File: src/hsv2a_pkg.sv
package hsv2a_pkg;

   // Fixed point: 1024 stands for 1.0 on saturation and brightness
   localparam int FX_ONE      = 1024;
   localparam int FX_BITS     = 10;
   localparam int UNIT_W      = FX_BITS + 1;

   // Hue: 1/16 degree units, 960 per 60-degree sector, 5760 per turn
   localparam int HUE_W       = 16;
   localparam int HUE_SECTOR  = 960;
   localparam int HUE_EXT_W   = HUE_W + 1;
   // Six full turns lift every signed hue into a positive range
   localparam logic [HUE_EXT_W-1:0] HUE_LIFT = HUE_EXT_W'(6 * 5760);
   localparam int SECT_IDX_W  = 7;
   localparam int HUE_FRAC_W  = 10;

   // Reciprocal of 15 for dividing by 960 after a shift by 6
   localparam int RECIP15       = 34953;
   localparam int RECIP15_SHIFT = 19;
   // Reciprocal of 6 for narrow sector indexes
   localparam int RECIP6        = 43;
   localparam int RECIP6_SHIFT  = 8;

   // Sectors of the colour wheel
   localparam logic [2:0] SECT_RED_YELLOW     = 3'd0;
   localparam logic [2:0] SECT_YELLOW_GREEN   = 3'd1;
   localparam logic [2:0] SECT_GREEN_CYAN     = 3'd2;
   localparam logic [2:0] SECT_CYAN_BLUE      = 3'd3;
   localparam logic [2:0] SECT_BLUE_MAGENTA   = 3'd4;
   localparam logic [2:0] SECT_MAGENTA_RED    = 3'd5;

   // Load enables for the two hue stages
   typedef struct packed {
      logic s1;
      logic s2;
   } hue_en_type;

endpackage

File: src/hsv2a_hue_split.sv
// Two-stage hue reduction: sector number and distance into the sector.
module hsv2a_hue_split (
   input  logic                                   clock,
   input  hsv2a_pkg::hue_en_type                  en,
   input  logic signed [hsv2a_pkg::HUE_W-1:0]     hue,
   output logic [2:0]                             sector,
   output logic [hsv2a_pkg::HUE_FRAC_W-1:0]       span
);

   logic [hsv2a_pkg::HUE_EXT_W-1:0]  hh_in, hh_ff;
   logic [hsv2a_pkg::SECT_IDX_W-1:0] idx_in, idx_ff;
   logic [27:0]                      idx_prod;
   logic [11:0]                      six_prod;
   logic [hsv2a_pkg::HUE_EXT_W-1:0]  frac_full;
   logic [hsv2a_pkg::SECT_IDX_W-1:0] sect_full;
   logic [hsv2a_pkg::HUE_FRAC_W-1:0] frac;
   logic [2:0]                       sector_in, sector_ff;
   logic [hsv2a_pkg::HUE_FRAC_W-1:0] span_in, span_ff;

   // Stage 1: lift into positive range, index of 60-degree step
   always_comb begin
      hh_in    = hsv2a_pkg::HUE_EXT_W'({hue[hsv2a_pkg::HUE_W-1], hue}) + hsv2a_pkg::HUE_LIFT;
      idx_prod = 28'(hh_in >> 6) * 28'(hsv2a_pkg::RECIP15);
      idx_in   = hsv2a_pkg::SECT_IDX_W'(idx_prod >> hsv2a_pkg::RECIP15_SHIFT);
   end

   // Stage 2: sector modulo six, fold distance in odd sectors
   always_comb begin
      frac_full = hh_ff - hsv2a_pkg::HUE_EXT_W'(idx_ff)
                  * hsv2a_pkg::HUE_EXT_W'(hsv2a_pkg::HUE_SECTOR);
      frac      = frac_full[hsv2a_pkg::HUE_FRAC_W-1:0];
      six_prod  = 12'(idx_ff) * 12'(hsv2a_pkg::RECIP6);
      sect_full = idx_ff - hsv2a_pkg::SECT_IDX_W'(six_prod >> hsv2a_pkg::RECIP6_SHIFT)
                  * hsv2a_pkg::SECT_IDX_W'(6);
      sector_in = sect_full[2:0];
      if (sector_in[0]) begin
         span_in = hsv2a_pkg::HUE_FRAC_W'(hsv2a_pkg::HUE_SECTOR) - frac;
      end else begin
         span_in = frac;
      end
   end

   always_ff @(posedge clock) begin
      if (en.s1) begin
         hh_ff  <= hh_in;
         idx_ff <= idx_in;
      end
      if (en.s2) begin
         sector_ff <= sector_in;
         span_ff   <= span_in;
      end
   end

   assign sector = sector_ff;
   assign span   = span_ff;

endmodule

File: src/hsv_to_argb_pixel.sv
// Channel   | Ports                                        | Direction
// ----------+----------------------------------------------+----------
// request   | req_valid, req_stall, req_hue,               | in
//           | req_saturation, req_brightness               |
// response  | rsp_valid, rsp_stall, rsp_argb_word          | out
//
// Six register stages, stage 1 to stage 6, lie between the two channels:
// a pixel taken into stage 1 passes from stage to stage and shows on rsp_.
// One pixel per cycle is taken while req_stall is low; pixels are independent.
// Each stage holds while the one after it is full and held, so bubbles
// close up and a stall at the output loses and repeats nothing.
// Synchronous active-high reset clears the valid bits only.
module hsv_to_argb_pixel (
   input  logic                                clock,
   input  logic                                reset,
   input  logic                                req_valid,
   output logic                                req_stall,
   input  logic signed [hsv2a_pkg::HUE_W-1:0]  req_hue,
   input  logic signed [11:0]                  req_saturation,
   input  logic signed [11:0]                  req_brightness,
   output logic                                rsp_valid,
   input  logic                                rsp_stall,
   output logic [31:0]                         rsp_argb_word
);

   localparam int NSTAGE = 6;
   localparam int UW     = hsv2a_pkg::UNIT_W;
   // Half of the channel unit 1024*1024*960
   localparam logic [37:0] HALF_UNIT = 38'(480) << 20;

   function automatic logic [UW-1:0] clamp_unit(input logic signed [11:0] x);
      logic [UW-1:0] r;
      if (x < 0) begin
         r = '0;
      end else if (x > 12'sd1024) begin
         r = UW'(hsv2a_pkg::FX_ONE);
      end else begin
         r = x[UW-1:0];
      end
      return r;
   endfunction

   // Pipeline control: a stage loads when it is empty or its successor loads
   logic [NSTAGE:1] vld_ff, vld_in;
   logic [NSTAGE:1] go;
   hsv2a_pkg::hue_en_type hue_en;

   always_comb begin
      go[NSTAGE] = !vld_ff[NSTAGE] || !rsp_stall;
      for (int i = NSTAGE - 1; i >= 1; i--) begin
         go[i] = !vld_ff[i] || go[i+1];
      end
      vld_in = vld_ff;
      if (go[1]) begin
         vld_in[1] = req_valid;
      end
      for (int i = 2; i <= NSTAGE; i++) begin
         if (go[i]) begin
            vld_in[i] = vld_ff[i-1];
         end
      end
      hue_en.s1 = go[1];
      hue_en.s2 = go[2];
   end

   always_ff @(posedge clock) begin
      if (reset) begin
         vld_ff <= '0;
      end else begin
         vld_ff <= vld_in;
      end
   end

   assign req_stall = !go[1];
   assign rsp_valid = vld_ff[NSTAGE];

   // Hue path: sector and distance are ready alongside stage 2
   logic [2:0]                       hue_sector;
   logic [hsv2a_pkg::HUE_FRAC_W-1:0] hue_dist;

   hsv2a_hue_split u_hue (
      .clock  (clock),
      .en     (hue_en),
      .hue    (req_hue),
      .sector (hue_sector),
      .span   (hue_dist)
   );

   // Stage 1: clamp saturation and value to 0..1.0
   logic [UW-1:0] v1_ff, s1_ff;

   // Stage 2: product p = v*s (chroma / 960) and alpha byte
   logic [20:0]   p2_ff;
   logic [UW-1:0] v2_ff;
   logic [7:0]    a2_ff;

   // Stage 3: k = v*1024 - p (offset m / 960), p*t (secondary x)
   logic [20:0]   k3_ff;
   logic [29:0]   pt3_ff;
   logic [2:0]    sect3_ff;
   logic [7:0]    a3_ff;

   // Stage 4: middle channel amount, smallest channel byte
   logic [29:0]   q4_ff;
   logic [7:0]    min4_ff;
   logic [2:0]    sect4_ff;
   logic [7:0]    a4_ff;

   // Stage 5: middle channel scaled by 255, rounded, divided by 2^26
   logic [11:0]   z5_ff;
   logic [7:0]    min5_ff;
   logic [2:0]    sect5_ff;
   logic [7:0]    a5_ff;

   // Stage 6: output word
   logic [31:0]   word6_ff;

   logic [27:0]   mid_prod;
   logic [7:0]    mid6;
   logic [7:0]    red6, green6, blue6;

   // Divide by 15 finishes the division by the channel unit; the largest
   // channel is always the alpha byte, so only the middle one needs it
   always_comb begin
      mid_prod = 28'(z5_ff) * 28'(hsv2a_pkg::RECIP15);
      mid6     = 8'(mid_prod >> hsv2a_pkg::RECIP15_SHIFT);
      unique case (sect5_ff)
         hsv2a_pkg::SECT_RED_YELLOW: begin
            red6 = a5_ff;   green6 = mid6;  blue6 = min5_ff;
         end
         hsv2a_pkg::SECT_YELLOW_GREEN: begin
            red6 = mid6;    green6 = a5_ff; blue6 = min5_ff;
         end
         hsv2a_pkg::SECT_GREEN_CYAN: begin
            red6 = min5_ff; green6 = a5_ff; blue6 = mid6;
         end
         hsv2a_pkg::SECT_CYAN_BLUE: begin
            red6 = min5_ff; green6 = mid6;  blue6 = a5_ff;
         end
         hsv2a_pkg::SECT_BLUE_MAGENTA: begin
            red6 = mid6;    green6 = min5_ff; blue6 = a5_ff;
         end
         hsv2a_pkg::SECT_MAGENTA_RED: begin
            red6 = a5_ff;   green6 = min5_ff; blue6 = mid6;
         end
         default: begin
            red6 = '0;      green6 = '0;    blue6 = '0;
         end
      endcase
   end

   always_ff @(posedge clock) begin
      if (go[1]) begin
         v1_ff <= clamp_unit(req_brightness);
         s1_ff <= clamp_unit(req_saturation);
      end
      if (go[2]) begin
         p2_ff <= 21'(22'(v1_ff) * 22'(s1_ff));
         v2_ff <= v1_ff;
         a2_ff <= 8'((19'(v1_ff) * 19'd255 + 19'd512) >> hsv2a_pkg::FX_BITS);
      end
      if (go[3]) begin
         k3_ff    <= 21'({v2_ff[UW-2:0], {hsv2a_pkg::FX_BITS{1'b0}}}) - p2_ff
                     + (v2_ff[UW-1] ? 21'(1) << 20 : 21'd0);
         pt3_ff   <= 30'(31'(p2_ff) * 31'(hue_dist));
         sect3_ff <= hue_sector;
         a3_ff    <= a2_ff;
      end
      if (go[4]) begin
         q4_ff    <= 30'(k3_ff) * 30'(hsv2a_pkg::HUE_SECTOR) + pt3_ff;
         min4_ff  <= 8'((29'(k3_ff) * 29'd255 + (29'(1) << 19)) >> 20);
         sect4_ff <= sect3_ff;
         a4_ff    <= a3_ff;
      end
      if (go[5]) begin
         z5_ff    <= 12'((38'(q4_ff) * 38'd255 + HALF_UNIT) >> 26);
         min5_ff  <= min4_ff;
         sect5_ff <= sect4_ff;
         a5_ff    <= a4_ff;
      end
      if (go[6]) begin
         word6_ff <= {a5_ff, red6, green6, blue6};
      end
   end

   assign rsp_argb_word = word6_ff;

   // A transfer always lands in the first stage
   a_accept_lands: assert property (@(posedge clock) disable iff (reset)
      (req_valid && !req_stall) |=> vld_ff[1])
      else $error("accepted pixel not captured in stage 1");

   // A held middle stage keeps its pixel and its sector
   a_hold_mid: assert property (@(posedge clock) disable iff (reset)
      (vld_ff[3] && !go[4]) |=> (vld_ff[3] && $stable(sect3_ff) && $stable(k3_ff)))
      else $error("stage 3 lost or changed a held pixel");

   // The brightest channel equals the alpha byte
   a_max_is_alpha: assert property (@(posedge clock) disable iff (reset)
      rsp_valid |-> (rsp_argb_word[23:16] == rsp_argb_word[31:24] ||
                     rsp_argb_word[15:8]  == rsp_argb_word[31:24] ||
                     rsp_argb_word[7:0]   == rsp_argb_word[31:24]))
      else $error("no colour channel matches alpha");

   // Zero alpha means a black, fully transparent word
   a_zero_alpha: assert property (@(posedge clock) disable iff (reset)
      (rsp_valid && rsp_argb_word[31:24] == 8'd0) |-> (rsp_argb_word == 32'd0))
      else $error("colour present with zero alpha");

endmodule

File: config.mk
export PLATFORM = sky130hd
export DESIGN_NAME = hsv_to_argb_pixel
export DESIGN_NICKNAME = d
export VERILOG_FILES = /design/src/hsv2a_pkg.sv /design/src/hsv2a_hue_split.sv /design/src/hsv_to_argb_pixel.sv
export SDC_FILE = /design/constraint.sdc
export NUM_CORES = 2
export LEC_CHECK = 0
export ABC_AREA = 1
export ABC_CLOCK_PERIOD_IN_PS = 7400
export BUFFER_PORTS_ARGS = -buffer_cell sky130_fd_sc_hd__buf_2
export CORE_ASPECT_RATIO = 1.5
export CORE_UTILIZATION = 60
export CTS_CLUSTER_SIZE = 40
export DETAILED_ROUTE_END_ITERATION = 8
export PLACE_DENSITY = 0.77
export SYNTH_ARGS = -nofsm -noshare
export SYNTH_HDL_FRONTEND = slang
export SYNTH_SLANG_ARGS = --single-unit
File: constraint.sdc
create_clock -name clock -period 7.4 [get_ports clock]
set_input_delay 1.48 -clock clock [delete_from_list [all_inputs] [get_ports clock]]
set_output_delay 1.48 -clock clock [all_outputs]
set_load 0.05 [all_outputs]
==> impl_metrics.env <==
export IMPL_status="completed"
export IMPL_path_class="reg -> reg"
export IMPL_htree_levels=1
export IMPL_maxCapViolCount=0
export IMPL_wl_per_cell_um=16.1
export IMPL_max_freq_mhz=182
export IMPL_finalHoldViolCount=0
export IMPL_clock_skew_ns=0.0388
export IMPL_grt_usage_pct=27.0
export IMPL_tns_ns=0
export IMPL_syn_area_per_cell_sq_um=8.97
export IMPL_synth_xor_area_share_pct=3.63
export IMPL_grt_max_degree=64
export IMPL_postCtsSetupBuffers=0
export IMPL_die_area_sq_um=66100
export IMPL_initial_utilization_pct=60.7
export IMPL_drc=0
export IMPL_synthMuxAreaShare_pct=0
export IMPL_synth_simple_gate_area_share_pct=14.4
export IMPL_place_hpwl_um=71700
export IMPL_grt_pass1_wl_um=143000
export IMPL_cts_buffers=29
export IMPL_synth_compound_area_share_pct=6.66
export IMPL_postSynth_asyncResetShare_pct=0
export IMPL_ys_ff_latch=272
export IMPL_synth_cell_types=60
export IMPL_grt_overflow=0
export IMPL_required_ns=7.73
export IMPL_nNetsFinal=5477
export IMPL_pre_cts_ws_ns=1.93
export IMPL_path_clk_slew_ns=0.06
export IMPL_clock_latency_ns=0.62
export IMPL_syn_num_nets=5430
export IMPL_drive_gt1_share_pct=4.80
export IMPL_fin_crit_sh_pct=74.3
export IMPL_ctsHoldBuffers=0
export IMPL_grt_pass1_vias=30300
export IMPL_wl_um=85100
export IMPL_slew_headroom_pct=37.6
export IMPL_synth_fa_ha_area_share_pct=43.9
export IMPL_cts_sinks=272
export IMPL_yosysSeqAreaShare_pct=20.8
export IMPL_hold_class="reg -> reg"
export IMPL_vias=28400
export IMPL_core_rowCount=114
export IMPL_core_area_sq_um=64300
export IMPL_ys_flop_type="edfxtp_1"
export IMPL_synth_top_area_share_pct=28.6
export IMPL_finalCriticalPeriod_ns=5.49
export IMPL_finalWorstSetupSlack_ns=1.91
export IMPL_cts_root_buf="clkbuf_16"
export IMPL_io_buffers=77
export IMPL_crit_path_max_fanout=21
export IMPL_cts_path_max_buffers=3
export IMPL_slew_violations=0
export IMPL_worst_slew_pin_slew_ns=0.936
export IMPL_cts_tree="done"
export IMPL_io_pins=78
export IMPL_place_gp_congestion=0.940
export IMPL_synth_top_area_cell="fa_1"
export IMPL_synthCells=4351
export IMPL_synthTopCellsByArea="fa_1 (29%), edfxtp_1 (20%), ha_1 (15%)"
export IMPL_crit_arrival_ns=5.83
export IMPL_finalSetupViolCount=0
export IMPL_dr_pass1_iters=5
export IMPL_area_growth_pct=5.83
export IMPL_drt_vias_per_instance=5.37
export IMPL_synth_top_family_by_area="adder cells"
export IMPL_cp_end_kind="register"
export IMPL_yosys_warnings=0
export IMPL_fp_dieH_um=314
export IMPL_rsz0062_at_grt="no"
export IMPL_drt_iter0_drc=1465
export IMPL_synth_edff_count=266
export IMPL_start_kind="register"
export IMPL_antenna_left=0
export IMPL_hold_slack_ns=0.413
export IMPL_cts_resized=0
export IMPL_synth_cell_area_sq_um=39000
export IMPL_die_w_um=210
export IMPL_antenna_found_initial=3
==> sequential cells by signal, indices dropped and copies added (netlist names), 11 cells and up <==
signal / cells
v1_ff: 11
pt3_ff: 30
k3_ff: 21
p2_ff: 21
rsp_argb_word: 32
z5_ff: 12
s1_ff: 11
q4_ff: 30
v2_ff: 11
==> Yosys cell counts (5+ instances only) <==
| cell | count |
|---|---|
| clkbuf_1 | 64 |
| o21a_1 | 10 |
| xor2_1 | 100 |
| a211oi_1 | 8 |
| xnor2_1 | 62 |
| nor2_1 | 208 |
| edfxtp_1 | 266 |
| nor4_1 | 12 |
| inv_2 | 11 |
| ha_1 | 478 |
| a21o_1 | 27 |
| dfxtp_1 | 6 |
| o21bai_1 | 26 |
| inv_1 | 1030 |
| o22ai_1 | 6 |
| nand2_1 | 855 |
| nand4_1 | 40 |
| o211ai_1 | 5 |
| nand3_2 | 7 |
| o21ai_1 | 14 |
| nand2_2 | 9 |
| nand3_1 | 128 |
| a21oi_2 | 9 |
| a31oi_1 | 16 |
| nor2_2 | 15 |
| o21ai_2 | 8 |
| o21ai_0 | 88 |
| a21oi_1 | 190 |
| nor3_1 | 33 |
| fa_1 | 557 |
==> through the flow <==
| stage | std cells | utilization (%) | area, sq um |
|---|---|---|---|
| floorplan | 4351 | - | 39000 |
| CTS | 5291 | 64.2 | 41300 |
| finish | 5294 | 64.2 | 41300 |
| global placement | 5237 | 62.6 | 40300 |
| global route | 5294 | 64.2 | 41300 |
| detailed placement | 5237 | 62.6 | 40300 |
==> routing by layer <==
metal,vias to the layer above,GRT usage (%),share of wire [%]
met5,-,0,0
met4,0,12.3,5.0
met3,243,2.22,3.7
met2,657,51.8,54
met1,13900,30.0,37
li1,13700,-,-
==> critical path: stages, from the launching register on <==
cell	delay (ns)
edfxtp_1	0.81
nand2_1	0.17
fa_1	0.56
inv_1	0.05
fa_1	0.53
inv_1	0.06
fa_1	0.53
inv_1	0.06
fa_1	0.53
inv_1	0.06
fa_1	0.54
inv_1	0.04
ha_1	0.34
nand2_1	0.14
nor3_1	0.29
nand4_1	0.15
nand3_2	0.15
a21oi_1	0.09
xor2_1	0.14
==> layout by cell type (no fill, tap or decap), types with 33 or more instances in the layout <==
cell type | Yosys | routed
xor2_1 | 100 | 100
nand4_1 | 40 | 40
nand2_1 | 855 | 855
nor2_1 | 208 | 208
edfxtp_1 | 266 | 266
buf_2 | 1 | 77
xnor2_1 | 62 | 62
inv_1 | 1030 | 1030
nand3_1 | 128 | 128
nor3_1 | 33 | 33
fa_1 | 557 | 557
ha_1 | 478 | 478
o21ai_0 | 88 | 88
a21oi_1 | 190 | 190
==> worst paths after layout <==
| kind | startpoint | endpoint | slack (ns) | cells past startpoint |
|---|---|---|---|---|
| worst max-delay path | u_hue.span[9] | pt3_ff[29] | 1.91 | 18 |
| worst min-delay path | u_hue.sector[1] | sect3_ff[1] | 0.41 | 0 |
| worst max register to register | u_hue.span[9] | pt3_ff[29] | 1.91 | 18 |
| worst min register to register | u_hue.sector[1] | sect3_ff[1] | 0.41 | 0 |
==> kinds of logic (layout without fill, tap and decap cells) <==
family	Yosys count	in the layout
adders and majority gates	1035	1035
xor gates and xnor gates	162	162
DFF	272	272
buffers and inverters	1107	1177
other	0	3
and+or+nand+nor	1338	1338
AOI/OAI and AO/OA	437	437
==> area by class of cell <==
class,count,area [sq um]
antenna,3,7.51
clock buffer,34,754
clock inverter,20,254
fill,5288,23000
inverter,1042,3910
multi-input combinational,2972,26800
sequential,272,8110
tap,870,1090
timing repair buffer,81,415
Power is not shown: default switching activity piles up to over one toggle a cycle in this logic, so the estimate is an artifact.
